**src/design/rwct_pkg.sv**
```systemverilog
package rwct_pkg;

  localparam int SCREEN_ROWS   = 512;
  localparam int HALF_ROWS     = SCREEN_ROWS / 2;
  localparam int ROW_W         = 9;
  localparam int COL_W         = 10;
  localparam int MAX_TEX_WIDTH = 256;
  localparam int WIDTH_W       = 9;
  localparam int HLOG_W        = 4;
  localparam int HLOG_MAX      = 8;
  localparam int TEX_W         = 8;
  localparam int POS_W         = 24;
  localparam int DIR_W         = 19;
  localparam int FRAC_W        = 16;
  localparam int RGB_W         = 32;
  localparam int ACC_W         = 32;
  localparam int CFG_IDX_W     = 3;
  localparam int DIV_W         = $clog2(SCREEN_ROWS) + FRAC_W + 1;
  localparam int CNT_W         = $clog2(DIV_W + 1);
  localparam int OFF_W         = DIV_W - 1;
  localparam int STEP_W        = HLOG_MAX + FRAC_W + 1;
  localparam int SHAMT_W       = $clog2(DIV_W);

  typedef enum logic [CFG_IDX_W-1:0] {
    CFG_CEILING = 3'd0,
    CFG_FLOOR   = 3'd1,
    CFG_W_EAST  = 3'd2,
    CFG_W_WEST  = 3'd3,
    CFG_W_SOUTH = 3'd4,
    CFG_W_NORTH = 3'd5,
    CFG_HLOG    = 3'd6
  } cfg_idx_e;

  typedef enum logic [1:0] {
    SRC_CEIL  = 2'd0,
    SRC_TEXEL = 2'd1,
    SRC_FLOOR = 2'd2
  } src_e;

  typedef enum logic [1:0] {
    FACE_EAST  = 2'd0,
    FACE_WEST  = 2'd1,
    FACE_SOUTH = 2'd2,
    FACE_NORTH = 2'd3
  } tex_e;

  typedef enum logic {
    KIND_COLUMN = 1'b0,
    KIND_TICK   = 1'b1
  } kind_e;

  typedef enum logic [2:0] {
    ST_IDLE,
    ST_PROD,
    ST_TEX,
    ST_DIV_LH,
    ST_STEP_GO,
    ST_DIV_STEP,
    ST_ACC
  } state_e;

  typedef struct packed {
    logic col_ld;
    logic frac_ld;
    logic div_start;
    logic div_step;
    logic tx_ld;
    logic lh_ld;
    logic step_ld;
    logic acc_ld;
    logic tick;
  } cmd_t;

  typedef struct packed {
    logic div_done;
    logic out_blocked;
  } sts_t;

endpackage

```
**src/design/rwct_div.sv**
```systemverilog
module rwct_div (
  input  logic                       clk_i,
  input  logic                       rst_ni,
  input  logic                       start_i,
  input  logic [rwct_pkg::DIV_W-1:0] dividend_i,
  input  logic [rwct_pkg::DIV_W-1:0] divisor_i,
  output logic [rwct_pkg::DIV_W-1:0] quotient_o,
  output logic                       done_o
);

  logic [rwct_pkg::DIV_W-1:0] rem_q, rem_d;
  logic [rwct_pkg::DIV_W-1:0] quo_q, quo_d;
  logic [rwct_pkg::DIV_W-1:0] dvs_q, dvs_d;
  logic [rwct_pkg::CNT_W-1:0] cnt_q, cnt_d;
  logic                       done_q, done_d;
  logic [rwct_pkg::DIV_W:0]   shifted;
  logic                       fits;

  assign shifted = {rem_q, quo_q[rwct_pkg::DIV_W-1]};
  assign fits    = shifted >= {1'b0, dvs_q};

  always_comb begin
    rem_d  = rem_q;
    quo_d  = quo_q;
    dvs_d  = dvs_q;
    cnt_d  = cnt_q;
    done_d = 1'b0;
    if (start_i) begin
      rem_d = '0;
      quo_d = dividend_i;
      dvs_d = divisor_i;
      cnt_d = rwct_pkg::CNT_W'(rwct_pkg::DIV_W);
    end else if (cnt_q != '0) begin
      rem_d  = fits ? rwct_pkg::DIV_W'(shifted - {1'b0, dvs_q})
                    : shifted[rwct_pkg::DIV_W-1:0];
      quo_d  = {quo_q[rwct_pkg::DIV_W-2:0], fits};
      cnt_d  = cnt_q - 1'b1;
      done_d = cnt_q == rwct_pkg::CNT_W'(1);
    end
  end

  always_ff @(posedge clk_i or negedge rst_ni) begin
    if (!rst_ni) begin
      cnt_q  <= '0;
      done_q <= 1'b0;
    end else begin
      cnt_q  <= cnt_d;
      done_q <= done_d;
    end
  end

  always_ff @(posedge clk_i) begin
    rem_q <= rem_d;
    quo_q <= quo_d;
    dvs_q <= dvs_d;
  end

  assign quotient_o = quo_q;
  assign done_o     = done_q;

endmodule

```
**src/design/rwct_ctrl.sv**
```systemverilog
module rwct_ctrl (
  input  logic            clk_i,
  input  logic            rst_ni,
  input  logic            in_valid_i,
  input  logic            kind_i,
  output logic            in_stall_o,
  input  rwct_pkg::sts_t  sts_i,
  output rwct_pkg::cmd_t  cmd_o
);

  rwct_pkg::state_e state_q, state_d;
  logic             accept;

  assign in_stall_o = (state_q != rwct_pkg::ST_IDLE) || sts_i.out_blocked;
  assign accept     = in_valid_i && !in_stall_o;

  always_comb begin
    state_d = state_q;
    case (state_q)
      rwct_pkg::ST_IDLE: begin
        if (accept && kind_i == rwct_pkg::KIND_COLUMN) state_d = rwct_pkg::ST_PROD;
      end
      rwct_pkg::ST_PROD:     state_d = rwct_pkg::ST_TEX;
      rwct_pkg::ST_TEX:      state_d = rwct_pkg::ST_DIV_LH;
      rwct_pkg::ST_DIV_LH: begin
        if (sts_i.div_done) state_d = rwct_pkg::ST_STEP_GO;
      end
      rwct_pkg::ST_STEP_GO:  state_d = rwct_pkg::ST_DIV_STEP;
      rwct_pkg::ST_DIV_STEP: begin
        if (sts_i.div_done) state_d = rwct_pkg::ST_ACC;
      end
      rwct_pkg::ST_ACC:      state_d = rwct_pkg::ST_IDLE;
      default:               state_d = rwct_pkg::ST_IDLE;
    endcase
  end

  always_comb begin
    cmd_o = '0;
    case (state_q)
      rwct_pkg::ST_IDLE: begin
        cmd_o.col_ld = accept && kind_i == rwct_pkg::KIND_COLUMN;
        cmd_o.tick   = accept && kind_i == rwct_pkg::KIND_TICK;
      end
      rwct_pkg::ST_PROD: begin
        cmd_o.frac_ld   = 1'b1;
        cmd_o.div_start = 1'b1;
      end
      rwct_pkg::ST_TEX:      cmd_o.tx_ld = 1'b1;
      rwct_pkg::ST_DIV_LH:   cmd_o.lh_ld = sts_i.div_done;
      rwct_pkg::ST_STEP_GO: begin
        cmd_o.div_start = 1'b1;
        cmd_o.div_step  = 1'b1;
      end
      rwct_pkg::ST_DIV_STEP: cmd_o.step_ld = sts_i.div_done;
      rwct_pkg::ST_ACC:      cmd_o.acc_ld = 1'b1;
      default:               cmd_o = '0;
    endcase
  end

  always_ff @(posedge clk_i or negedge rst_ni) begin
    if (!rst_ni) begin
      state_q <= rwct_pkg::ST_IDLE;
    end else begin
      state_q <= state_d;
    end
  end

endmodule

```
**src/design/rwct_dp.sv**
```systemverilog
module rwct_dp (
  input  logic                           clk_i,
  input  logic                           rst_ni,
  input  rwct_pkg::cmd_t                 cmd_i,
  output rwct_pkg::sts_t                 sts_o,
  input  logic                           cfg_valid_i,
  input  logic [rwct_pkg::CFG_IDX_W-1:0] cfg_index_i,
  input  logic [rwct_pkg::RGB_W-1:0]     cfg_data_i,
  input  logic [rwct_pkg::COL_W-1:0]     column_i,
  input  logic                           side_i,
  input  logic                           step_x_pos_i,
  input  logic                           step_y_pos_i,
  input  logic signed [rwct_pkg::DIR_W-1:0] dir_x_i,
  input  logic signed [rwct_pkg::DIR_W-1:0] dir_y_i,
  input  logic [rwct_pkg::POS_W-1:0]     player_x_i,
  input  logic [rwct_pkg::POS_W-1:0]     player_y_i,
  input  logic [rwct_pkg::POS_W-1:0]     wall_dist_i,
  input  logic                           out_stall_i,
  output logic                           out_valid_o,
  output logic [rwct_pkg::COL_W-1:0]     pixel_column_o,
  output logic [rwct_pkg::ROW_W-1:0]     pixel_row_o,
  output logic [1:0]                     source_o,
  output logic [1:0]                     texture_sel_o,
  output logic [rwct_pkg::TEX_W-1:0]     texel_u_o,
  output logic [rwct_pkg::TEX_W-1:0]     texel_v_o,
  output logic [rwct_pkg::RGB_W-1:0]     flat_rgb_o,
  output logic                           last_row_o
);

  localparam int DW = rwct_pkg::DIV_W;
  localparam int OW = rwct_pkg::OFF_W;
  localparam int SW = rwct_pkg::STEP_W;
  localparam int RW = rwct_pkg::ROW_W;
  localparam int FW = rwct_pkg::FRAC_W;
  localparam int WW = rwct_pkg::WIDTH_W;
  localparam int TW = rwct_pkg::TEX_W;
  localparam int PW = rwct_pkg::POS_W + rwct_pkg::DIR_W + 1;
  localparam int XW = FW + WW;

  logic [rwct_pkg::RGB_W-1:0]   ceiling_q, floor_q;
  logic [WW-1:0]                w_east_q, w_west_q, w_south_q, w_north_q;
  logic [rwct_pkg::HLOG_W-1:0]  hlog_q;

  logic [rwct_pkg::POS_W-1:0]      dist_q;
  logic signed [rwct_pkg::DIR_W-1:0] dir_q;
  logic [FW-1:0]                   base_q;
  rwct_pkg::tex_e                  choice_q, choice_d;
  logic                            mirror_q;
  logic [rwct_pkg::COL_W-1:0]      column_q;
  logic [FW-1:0]                   frac_q;
  logic [TW-1:0]                   tex_column_q;
  logic [DW-1:0]                   lh_q;
  logic [RW-1:0]                   span_start_q, span_end_q;
  logic [OW-1:0]                   off_q;
  logic [SW-1:0]                   step_q;
  logic [rwct_pkg::ACC_W-1:0]      accum_q;
  logic [RW-1:0]                   row_q;
  logic                            active_q;

  logic                            out_valid_q;
  logic [rwct_pkg::COL_W-1:0]      pix_col_q;
  logic [RW-1:0]                   pix_row_q;
  rwct_pkg::src_e                  src_q;
  logic [1:0]                      sel_q;
  logic [TW-1:0]                   u_q, v_q;
  logic [rwct_pkg::RGB_W-1:0]      rgb_q;
  logic                            last_q;

  logic [WW-1:0]                   w_raw, w_eff;
  logic [rwct_pkg::HLOG_W-1:0]     hl_eff;
  logic [TW:0]                     hmask;
  logic signed [PW-1:0]            prod;
  logic [XW-1:0]                   tx_prod;
  logic [TW-1:0]                   tx_raw, tx_mir;
  logic [DW-1:0]                   div_dividend, div_divisor, quotient;
  logic                            div_done;
  logic [rwct_pkg::SHAMT_W-1:0]    shamt;
  logic [OW-1:0]                   lh_half;
  logic [OW+SW-1:0]                acc_prod;
  logic                            tick_go, in_ceil, in_wall, is_last;

  always_ff @(posedge clk_i or negedge rst_ni) begin
    if (!rst_ni) begin
      ceiling_q <= '0;
      floor_q   <= '0;
      w_east_q  <= WW'(64);
      w_west_q  <= WW'(64);
      w_south_q <= WW'(64);
      w_north_q <= WW'(64);
      hlog_q    <= rwct_pkg::HLOG_W'(6);
    end else if (cfg_valid_i) begin
      case (rwct_pkg::cfg_idx_e'(cfg_index_i))
        rwct_pkg::CFG_CEILING: ceiling_q <= cfg_data_i;
        rwct_pkg::CFG_FLOOR:   floor_q   <= cfg_data_i;
        rwct_pkg::CFG_W_EAST:  w_east_q  <= cfg_data_i[WW-1:0];
        rwct_pkg::CFG_W_WEST:  w_west_q  <= cfg_data_i[WW-1:0];
        rwct_pkg::CFG_W_SOUTH: w_south_q <= cfg_data_i[WW-1:0];
        rwct_pkg::CFG_W_NORTH: w_north_q <= cfg_data_i[WW-1:0];
        rwct_pkg::CFG_HLOG:    hlog_q    <= cfg_data_i[rwct_pkg::HLOG_W-1:0];
        default: ;
      endcase
    end
  end

  always_comb begin
    case (choice_q)
      rwct_pkg::FACE_EAST:  w_raw = w_east_q;
      rwct_pkg::FACE_WEST:  w_raw = w_west_q;
      rwct_pkg::FACE_SOUTH: w_raw = w_south_q;
      default:              w_raw = w_north_q;
    endcase
    if (w_raw == '0) begin
      w_eff = WW'(1);
    end else if (w_raw > WW'(rwct_pkg::MAX_TEX_WIDTH)) begin
      w_eff = WW'(rwct_pkg::MAX_TEX_WIDTH);
    end else begin
      w_eff = w_raw;
    end
  end

  assign hl_eff = (hlog_q > rwct_pkg::HLOG_W'(rwct_pkg::HLOG_MAX))
                  ? rwct_pkg::HLOG_W'(rwct_pkg::HLOG_MAX) : hlog_q;
  assign hmask  = (TW+1)'((TW+1)'(1) << hl_eff) - (TW+1)'(1);

  always_comb begin
    if (side_i) begin
      choice_d = step_y_pos_i ? rwct_pkg::FACE_SOUTH : rwct_pkg::FACE_NORTH;
    end else begin
      choice_d = step_x_pos_i ? rwct_pkg::FACE_EAST : rwct_pkg::FACE_WEST;
    end
  end

  assign prod    = $signed({1'b0, dist_q}) * dir_q;
  assign tx_prod = XW'(frac_q) * XW'(w_eff);
  assign tx_raw  = tx_prod[FW+TW-1:FW];
  assign tx_mir  = TW'(w_eff - WW'(tx_raw) - WW'(1));

  assign shamt        = rwct_pkg::SHAMT_W'(hl_eff) + rwct_pkg::SHAMT_W'(FW);
  assign div_dividend = cmd_i.div_step ? (DW'(1) << shamt)
                                       : (DW'(rwct_pkg::SCREEN_ROWS) << FW);
  assign div_divisor  = cmd_i.div_step ? lh_q
                      : ((dist_q == '0) ? DW'(1) : DW'(dist_q));

  rwct_div u_div (
    .clk_i      (clk_i),
    .rst_ni     (rst_ni),
    .start_i    (cmd_i.div_start),
    .dividend_i (div_dividend),
    .divisor_i  (div_divisor),
    .quotient_o (quotient),
    .done_o     (div_done)
  );

  assign lh_half  = quotient[DW-1:1];
  assign acc_prod = (OW+SW)'(off_q) * (OW+SW)'(step_q);

  always_ff @(posedge clk_i) begin
    if (cmd_i.col_ld) begin
      dist_q   <= wall_dist_i;
      dir_q    <= side_i ? dir_x_i : dir_y_i;
      base_q   <= side_i ? player_x_i[FW-1:0] : player_y_i[FW-1:0];
      choice_q <= choice_d;
      mirror_q <= side_i ? dir_y_i[rwct_pkg::DIR_W-1]
                         : (!dir_x_i[rwct_pkg::DIR_W-1] && dir_x_i != '0);
      column_q <= column_i;
    end
    if (cmd_i.frac_ld) begin
      frac_q <= prod[2*FW-1:FW] + base_q;
    end
    if (cmd_i.tx_ld) begin
      tex_column_q <= mirror_q ? tx_mir : tx_raw;
    end
    if (cmd_i.lh_ld) begin
      lh_q <= quotient;
      if (lh_half >= OW'(rwct_pkg::HALF_ROWS)) begin
        span_start_q <= '0;
        span_end_q   <= RW'(rwct_pkg::SCREEN_ROWS - 1);
      end else begin
        span_start_q <= RW'(rwct_pkg::HALF_ROWS) - RW'(lh_half);
        span_end_q   <= RW'(rwct_pkg::HALF_ROWS) + RW'(lh_half);
      end
      off_q <= (lh_half > OW'(rwct_pkg::HALF_ROWS))
               ? lh_half - OW'(rwct_pkg::HALF_ROWS) : '0;
    end
    if (cmd_i.step_ld) begin
      step_q <= (lh_q == '0) ? '0 : quotient[SW-1:0];
    end
    if (cmd_i.acc_ld) begin
      accum_q <= acc_prod[rwct_pkg::ACC_W-1:0];
    end else if (tick_go && in_wall) begin
      accum_q <= accum_q + rwct_pkg::ACC_W'(step_q);
    end
  end

  assign tick_go = cmd_i.tick && active_q;
  assign in_ceil = row_q < span_start_q;
  assign in_wall = !in_ceil && (row_q < span_end_q);
  assign is_last = row_q == RW'(rwct_pkg::SCREEN_ROWS - 1);

  always_ff @(posedge clk_i or negedge rst_ni) begin
    if (!rst_ni) begin
      active_q    <= 1'b0;
      row_q       <= '0;
      out_valid_q <= 1'b0;
    end else begin
      if (cmd_i.col_ld) begin
        active_q <= 1'b0;
      end else if (cmd_i.acc_ld) begin
        active_q <= 1'b1;
        row_q    <= '0;
      end else if (tick_go) begin
        active_q <= !is_last;
        row_q    <= is_last ? '0 : row_q + 1'b1;
      end
      if (tick_go) begin
        out_valid_q <= 1'b1;
      end else if (!out_stall_i) begin
        out_valid_q <= 1'b0;
      end
    end
  end

  always_ff @(posedge clk_i) begin
    if (tick_go) begin
      pix_col_q <= column_q;
      pix_row_q <= row_q;
      last_q    <= is_last;
      if (in_ceil) begin
        src_q <= rwct_pkg::SRC_CEIL;
        sel_q <= '0;
        u_q   <= '0;
        v_q   <= '0;
        rgb_q <= ceiling_q;
      end else if (in_wall) begin
        src_q <= rwct_pkg::SRC_TEXEL;
        sel_q <= choice_q;
        u_q   <= tex_column_q;
        v_q   <= accum_q[FW+TW-1:FW] & hmask[TW-1:0];
        rgb_q <= '0;
      end else begin
        src_q <= rwct_pkg::SRC_FLOOR;
        sel_q <= '0;
        u_q   <= '0;
        v_q   <= '0;
        rgb_q <= floor_q;
      end
    end
  end

  assign sts_o.div_done    = div_done;
  assign sts_o.out_blocked = out_valid_q && out_stall_i;

  assign out_valid_o    = out_valid_q;
  assign pixel_column_o = pix_col_q;
  assign pixel_row_o    = pix_row_q;
  assign source_o       = src_q;
  assign texture_sel_o  = sel_q;
  assign texel_u_o      = u_q;
  assign texel_v_o      = v_q;
  assign flat_rgb_o     = rgb_q;
  assign last_row_o     = last_q;

endmodule

```
**src/design/raycast_wall_column_texturer.sv**
```systemverilog
// Textured wall column generator for a grid raycaster. A column transaction
// (kind 0) loads one ray hit and sets up the wall span, texture choice,
// texture column and Q9.16 texture step; it returns no pixel and holds the
// input stalled while it runs a product stage, the line height division on
// the shared one-bit-per-cycle divider (26 steps, the texture column stage
// overlapping the first step), a divider launch, the texture step division
// and an accumulator multiply stage. Each row tick (kind 1) then returns
// one pixel per cycle while the output is not stalled, from row 0 down,
// ceiling, texel coordinate or floor, with the bottom row flagged; a tick
// with no column open is dropped.
// Configuration writes are taken in any cycle and must only occur while idle.
module raycast_wall_column_texturer (
  input  logic                              clk_i,
  input  logic                              rst_ni,
  input  logic                              cfg_valid_i,
  output logic                              cfg_ready_o,
  input  logic [rwct_pkg::CFG_IDX_W-1:0]    cfg_index_i,
  input  logic [rwct_pkg::RGB_W-1:0]        cfg_data_i,
  input  logic                              in_valid_i,
  output logic                              in_stall_o,
  input  logic                              kind_i,
  input  logic [rwct_pkg::COL_W-1:0]        column_i,
  input  logic                              side_i,
  input  logic                              step_x_pos_i,
  input  logic                              step_y_pos_i,
  input  logic signed [rwct_pkg::DIR_W-1:0] dir_x_i,
  input  logic signed [rwct_pkg::DIR_W-1:0] dir_y_i,
  input  logic [rwct_pkg::POS_W-1:0]        player_x_i,
  input  logic [rwct_pkg::POS_W-1:0]        player_y_i,
  input  logic [rwct_pkg::POS_W-1:0]        wall_dist_i,
  output logic                              out_valid_o,
  input  logic                              out_stall_i,
  output logic [rwct_pkg::COL_W-1:0]        pixel_column_o,
  output logic [rwct_pkg::ROW_W-1:0]        pixel_row_o,
  output logic [1:0]                        source_o,
  output logic [1:0]                        texture_sel_o,
  output logic [rwct_pkg::TEX_W-1:0]        texel_u_o,
  output logic [rwct_pkg::TEX_W-1:0]        texel_v_o,
  output logic [rwct_pkg::RGB_W-1:0]        flat_rgb_o,
  output logic                              last_row_o
);

  rwct_pkg::cmd_t cmd;
  rwct_pkg::sts_t sts;

  assign cfg_ready_o = 1'b1;

  rwct_ctrl u_ctrl (
    .clk_i      (clk_i),
    .rst_ni     (rst_ni),
    .in_valid_i (in_valid_i),
    .kind_i     (kind_i),
    .in_stall_o (in_stall_o),
    .sts_i      (sts),
    .cmd_o      (cmd)
  );

  rwct_dp u_dp (
    .clk_i          (clk_i),
    .rst_ni         (rst_ni),
    .cmd_i          (cmd),
    .sts_o          (sts),
    .cfg_valid_i    (cfg_valid_i),
    .cfg_index_i    (cfg_index_i),
    .cfg_data_i     (cfg_data_i),
    .column_i       (column_i),
    .side_i         (side_i),
    .step_x_pos_i   (step_x_pos_i),
    .step_y_pos_i   (step_y_pos_i),
    .dir_x_i        (dir_x_i),
    .dir_y_i        (dir_y_i),
    .player_x_i     (player_x_i),
    .player_y_i     (player_y_i),
    .wall_dist_i    (wall_dist_i),
    .out_stall_i    (out_stall_i),
    .out_valid_o    (out_valid_o),
    .pixel_column_o (pixel_column_o),
    .pixel_row_o    (pixel_row_o),
    .source_o       (source_o),
    .texture_sel_o  (texture_sel_o),
    .texel_u_o      (texel_u_o),
    .texel_v_o      (texel_v_o),
    .flat_rgb_o     (flat_rgb_o),
    .last_row_o     (last_row_o)
  );

endmodule

```
**config.mk**
```make
export PLATFORM = sky130hd
export DESIGN_NAME = raycast_wall_column_texturer
export DESIGN_NICKNAME = d
export VERILOG_FILES = /design/src/design/rwct_pkg.sv /design/src/design/rwct_div.sv /design/src/design/rwct_ctrl.sv /design/src/design/rwct_dp.sv /design/src/design/raycast_wall_column_texturer.sv
export SDC_FILE = /design/constraint.sdc
export NUM_CORES = 2
export LEC_CHECK = 0
export BUFFER_PORTS_ARGS = -buffer_cell sky130_fd_sc_hd__buf_2
export CORE_MARGIN = 2
export CORE_UTILIZATION = 69
export DETAILED_ROUTE_END_ITERATION = 12
export PLACE_DENSITY = 0.88
export RECOVER_POWER = 50
export SYNTH_ARGS = -nofsm -noshare
export SYNTH_HDL_FRONTEND = slang
export SYNTH_SLANG_ARGS = --single-unit
```
**constraint.sdc**
```tcl
create_clock -name clk_i -period 12.05 [get_ports clk_i]
set_input_delay 1.8075 -clock clk_i [delete_from_list [all_inputs] [get_ports clk_i]]
set_output_delay 1.8075 -clock clk_i [all_outputs]
set_load 0.01 [all_outputs]
```
# Word level (Yosys, flattened, before mapping)
# Cells that the tools add are included.
[word_totals]
reg_bits = 496
word_cells = 170
output_inout_bits = 75
[classes]
n_reduce_logical = 37
add_sub_neg = 12
n_bitwise = 4
mux = 47
magnitude_cmp = 7
multipliers = 3
n_eq_ne = 20
n_shift = 2
[ops]
columns = ["op", "n"]
rows = [
  ["26-bit 2-to-1 mux", 5],
  ["32-bit 2-to-1 mux", 4],
  ["9-bit 2-to-1 mux", 5],
  ["32-bit by 25-bit adder with 32-bit output", 1],
  ["25-bit by 19-bit multiplier with 32-bit output", 1],
  ["25-bit by 25-bit multiplier with 32-bit output", 1],
  ["27-bit by 26-bit greater-or-equal comparator with 1-bit output", 1],
  ["9-bit case mux with 3 select lines", 1],
  ["26-bit zero test", 1],
  ["1-bit by 5-bit << shifter with 26-bit output (first input constant)", 1],
  ["26-bit subtractor", 1],
  ["25-bit by 9-bit greater-or-equal comparator with 1-bit output (second input constant)", 1],
  ["25-bit by 9-bit greater-than comparator with 1-bit output (second input constant)", 1],
  ["25-bit by 9-bit subtractor with 25-bit output (second input constant)", 1],
  ["24-bit zero test", 1],
  ["16-bit by 9-bit multiplier with 24-bit output", 1],
  ["24-bit 2-to-1 mux", 1],
  ["1-bit 2-to-1 mux", 19],
  ["19-bit 2-to-1 mux", 1],
  ["19-bit nonzero test", 1],
  ["3-bit == test (second input constant)", 6],
  ["9-bit less-than comparator", 2],
  ["3-bit case mux with 6 select lines", 1],
  ["16-bit adder", 1],
  ["38 further kinds", 73],
]

# Longest topological paths before layout
[logic_depth]
ltp_word = 10
mapped_depth = 36
depth_no_buf = 34

# Hierarchy
# A second synthesis with hierarchy kept.
[unflattened]
hier_cells = 4614
area_unflattened_um2 = 47815.9
[by_module_without_submodules]
columns = ["mod", "seq_area_each_um2", "area_each_um2", "cells_per_inst", "n_inst"]
rows = [
  ["rwct_dp", 11413.4, 42680.9, 4110, 1],
  ["rwct_div", 2232.1, 4869.7, 473, 1],
  ["rwct_ctrl", 75.1, 254.0, 29, 1],
  ["raycast_wall_column_texturer", 0.0, 11.3, 2, 1],
]

# Least setup slack after synthesis
# No wires, ideal clock.
[synth_timing]
kind = "reg2reg"
startpoint = "reg u_dp.dist_q[13] (netlist name)"
endpoint = "reg u_dp.frac_q[15] (data pin)"
arrival_ns = 7.586
required_ns = 11.791
synth_period_minus_slack_ns = 7.845
setup_ns = 0.259
path_slack_ns = 4.205
n_path_buf = 2
path_stages_with_launch = 34
cell_sequence = "edfxtp_1 > clkbuf_1 > clkbuf_1 > nand2_1 > fa_1 > inv_1 > fa_1 > inv_1 > fa_1 > inv_1 > fa_1 > inv_1 > fa_1 > inv_1 > fa_1 > ha_1 > ha_1 > a21oi_1 > o211a_1 > a21oi_1 > nor3_1 > a21oi_1 > and2_1 > o21a_1 > nor3_1 > nor2_1 > ha_1 > or3_1 > o22a_1 > a211oi_1 > o21bai_1 > a21oi_1 > xnor2_1 > xnor2_1"
[synth_via]
elab_chain_len = 2
[synth_rtl]
columns = ["item", "line_no", "rtl"]
rows = [
  ["start, declared", "rwct_dp.sv:44", "logic [rwct_pkg::POS_W-1:0] dist_q;"],
  ["start signal, assigned", "rwct_dp.sv:159", "dist_q <= wall_dist_i;"],
  ["25-bit by 19-bit multiplier with 32-bit output", "rwct_dp.sv:133", "assign prod = $signed({1'b0, dist_q}) * dir_q;"],
  ["16-bit adder", "rwct_dp.sv:168", "frac_q <= prod[2*FW-1:FW] + base_q;"],
  ["end signal, assigned", "rwct_dp.sv:168", ""],
  ["end, declared", "rwct_dp.sv:50", "logic [FW-1:0] frac_q;"],
]
# No other way between the ends.
# A chain may end at the register's enable or synchronous reset.

# Worst setup path after layout
[layout_timing]
startpoint = "reg u_dp.dist_q[7] (netlist name)"
endpoint = "reg u_dp.frac_q[15] (data pin)"
# The elaborated chain is that of the path after synthesis.

==> metrics.md <==
| Metric | Value |
|---|---|
| Clk Latency, worst-skew pair | `0.63 ns` |
| Worst Path Buf+Inv | `5` |
| Worst Hold Class | `reg2reg` |
| Max-cap viol count | `9` |
| Syn avg cell area | `10.2 um2` |
| Synth Instances | `4613` |
| Largest net degree at the start of global routing | `75` |
| Setup violators final | `0` |
| Drt total wl | `118000 um` |
| Final hold vios | `0` |
| Row cnt | `95` |
| CTS Buf Count | `47` |
| CTS Buffer Depth | `3` |
| Worst VDD drop | `0.257 mV` |
| CP dominant cell by count | `fa_1` |
| Family with the most delay on the worst path | `adder cells` |
| Area delta synth->final | `6.93%` |
| Port Buffers | `221` |
| Hold-fix buffers, CTS | `0` |
| Final HPWL DP | `83400 um` |
| Violated checks | `capacitance limit, slew limit` |
| Routed len/inst | `20.9 um` |
| Clk sinks | `486` |
| Non-Filler Instances | `5636` |
| Ys Warns | `0` |
| Post-CTS Resized | `0` |
| Post-Synth Adder-Cell Area | `35.5%` |
| H-tree Lvls | `2` |
| First-pass GRT wire length | `189000 um` |
| Tightest Pin Transition | `3.77 ns` |
| Post-synthesis simple-gate area fraction | `14.4%` |
| Unrepaired setup endpoints after global routing | `no` |
| Critical setup path kind | `reg2reg` |
| Iter 0 DRT Violations | `2912` |
| Pre-CTS setup slack | `3.04 ns` |
| Pwr per Cell Area | `220 nW/um2` |
| CP max FO | `21` |
| Share of cells above drive strength 1 | `10.2%` |
| CTS tree | `built` |
| Io pins | `239` |
| Main combinational cell family by area after synthesis | `adder cells` |
| Post-synthesis register bit count | `486` |
| Total die area | `70500 um2` |
| Max Freq | `0.108 GHz` |
| Delay of the slowest critical-path stage | `1.12 ns` |
| Critical path required time | `12.38 ns` |
| Status | `finished, violations left` |
| Tmin final | `9.29 ns` |
| Mux cell area share after synthesis | `3.88%` |
| Compound-Gate Fraction of Synth Area | `5.90%` |
| Synth Flop Type | `edfxtp_1` |
| Slew HR | `-152%` |
| Distinct cell type count after synthesis | `73` |
| Layout fillers | `4190` |
| Max-slew violation count | `379` |
| DRT Pass-1 Iters | `7` |
| Via density | `6.05` |
| Post-synthesis sequential area ratio | `29.1%` |
| Final period util | `77.1%` |
| NumNets Final | `5841` |
| Root Buffer | `clkbuf_16` |
| # DRC | `0` |
| Dpl cells | `5541` |
| Vias in the first global route | `36808` |
| Worst Path Arrival | `9.62 ns` |
| Synthesized area | `47200 um2` |
| Initial core utilization | `70.0%` |
| Total grt overflow | `0` |
| Sum Neg Setup Slack | `0 ns` |
| CP max stage cell | `edfxtp_1` |
| Final worst slack | `2.76 ns` |
| CP startpoint kind | `flop` |
| Post-synth ARST share | `25.5%` |
| Gr usage total | `34.3%` |
| Post-synth EDFFs | `336` |
| Final Skew | `0.0462 ns` |
| Gp weighted congestion | `0.931` |
| Post-DRT Antenna Nets | `0` |
| Worst-path clk slew | `0.06 ns` |
| CORE AREA | `67400 um2` |
| Die width | `266 um` |
| Initial antenna violation count | `7` |
| DR vias | `34123` |
| Crit end category | `flop` |
| Setup repair bufs after CTS | `0` |
| Leakage | `23.5 nW` |
| Die H | `266 um` |
| XOR/XNOR share of the synthesized area | `3.43%` |
-- metrics by stage --
stage	cell area (um2)	hold WS [ns]	power, mW	util, %
6_report	50500	0.426	11.1	74.9
3_5_place_dp	49000	0.412	9.49	72.7
2_1_floorplan	47200	0.400	7.93	-
5_1_grt	50500	0.435	12.2	74.9
4_1_cts	50500	0.426	11.1	75.0
3_3_place_gp	49000	0.404	9.11	72.7
-- cells in the final DEF (no fill, tap or decap), types with 13 or more instances in the layout --
cell type and count:
inv_1 752, nand2_1 716, fa_1 634, edfxtp_1 336, ha_1 326, and2_1 306
buf_2 217, xnor2_1 138, mux2_2 138, a21oi_1 125, nor2_1 120, dfrtp_1 118
o21ai_0 95, a21o_1 55, nand2b_1 47, xor2_1 47, clkbuf_16 47, nor2b_1 43
nor3_1 41, buf_4 37, a22o_1 35, nand3_1 33, clkbuf_1 31, dfxtp_1 26
nor4_1 23, and3_1 21, o21ai_1 19, nand4_1 16, o31ai_1 15, o21a_1 13
-- Yosys cell counts, types with 23 or more instances --
cell type  instances  area (um2)
ha_1             326        4080
edfxtp_1         336       10100
dfrtp_1          118        2950
a21oi_1          125         626
fa_1             634       12700
nor2_1           122         458
inv_1            753        2830
nor4_1            23         144
nand3_1           33         165
and2_1           314        1960
o21ai_0           95         475
nand2_1          716        2690
a21o_1            55         413
nand2b_1          47         294
a22o_1            35         307
clkbuf_1         191         717
dfxtp_1           26         521
nor3_1            41         205
xnor2_1          138        1210
nor2b_1           44         275
mux2_2           141        1590
xor2_1            47         412
-- layer usage --
layer	vias to the layer above	share of wire, %	track usage, %
li1	14846	-	-
met1	16943	36	42.0
met2	1845	49	58.0
met3	487	9.3	7.17
met4	2	5.7	17.5
met5	-	0.011	0
-- area by class of cell --
class	count	area (um2)	area share (%)
well taps	873	1090	2.16
clock buffers	63	1240	2.45
clock inverters	25	322	0.637
multi-input cells	3160	29800	59.1
repair buffers	269	1420	2.81
diodes	7	17.5	0.0347
inverters	753	2830	5.60
flip-flops and latches	486	13700	27.2
-- final timing paths --
path / end / slack, ns / start / cells past startpoint
max in group asynchronous: u_dp.w_north_q[2]$_DFFE_PN0P_ / 5.25 / rst_ni / 2
worst min register to register: u_dp.pixel_column_o[8]$_DFFE_PP_ / 0.43 / u_dp.column_q[8]$_DFFE_PP_ / 0
worst min-delay path: u_dp.pixel_column_o[8]$_DFFE_PP_ / 0.43 / u_dp.column_q[8]$_DFFE_PP_ / 0
worst max-delay path: u_dp.frac_q[15]$_DFFE_PP_ / 2.76 / u_dp.dist_q[7]$_DFFE_PP_ / 31
min in group asynchronous: u_dp.ceiling_q[13]$_DFFE_PN0P_ / 2.13 / rst_ni / 1
worst max register to register: u_dp.frac_q[15]$_DFFE_PP_ / 2.76 / u_dp.dist_q[7]$_DFFE_PP_ / 31
-- worst register-to-register path, delay by kind of cell (launching register included) --
kind / cells / cell delay [ns]
AO/OA/AOI/OAI: 9 / 2.24
XOR/XNOR: 2 / 0.26
adder cells (fa/ha/maj): 9 / 3.90
buffers and inverters: 5 / 0.26
flip-flops: 1 / 1.12
AND/OR/NAND/NOR: 6 / 1.22
-- cells by family after synthesis --
group / Yosys count
AND/OR/NAND/NOR: 1422
buffers and inverters: 968
adder cells (fa/ha/maj): 960
flip-flops: 486
AO/OA/AOI/OAI: 437
XOR/XNOR: 185
multiplexers: 154
other: 1
-- state kept, by name, indices dropped and copies added (netlist names), 9 cells and up --
signal	flops
u_dp.span_start_q	9
u_dp.dist_q	24
u_dp.u_div.quotient_o	26
u_dp.floor_q	32
u_dp.w_east_q	9
u_dp.base_q	16
u_dp.w_west_q	9
u_dp.w_south_q	9
u_dp.flat_rgb_o	32
u_dp.column_q	10
u_dp.dir_q	19
u_dp.step_q	24
u_dp.frac_q	16
u_dp.lh_q	26
u_dp.row_q	9
u_dp.accum_q	24
u_dp.pixel_column_o	10
u_dp.u_div.rem_q	26
u_dp.u_div.dvs_q	26
u_dp.pixel_row_o	9
u_dp.ceiling_q	32
u_dp.off_q	24
u_dp.span_end_q	9
u_dp.w_north_q	9
-- report_power, final --
group,internal (mW),leakage [nW],switching [mW]
combinational,3.13,18.0,3.88
clock,0.842,0.752,0.677
sequential,2.26,4.78,0.332
(Power assumes the default switching activity.)
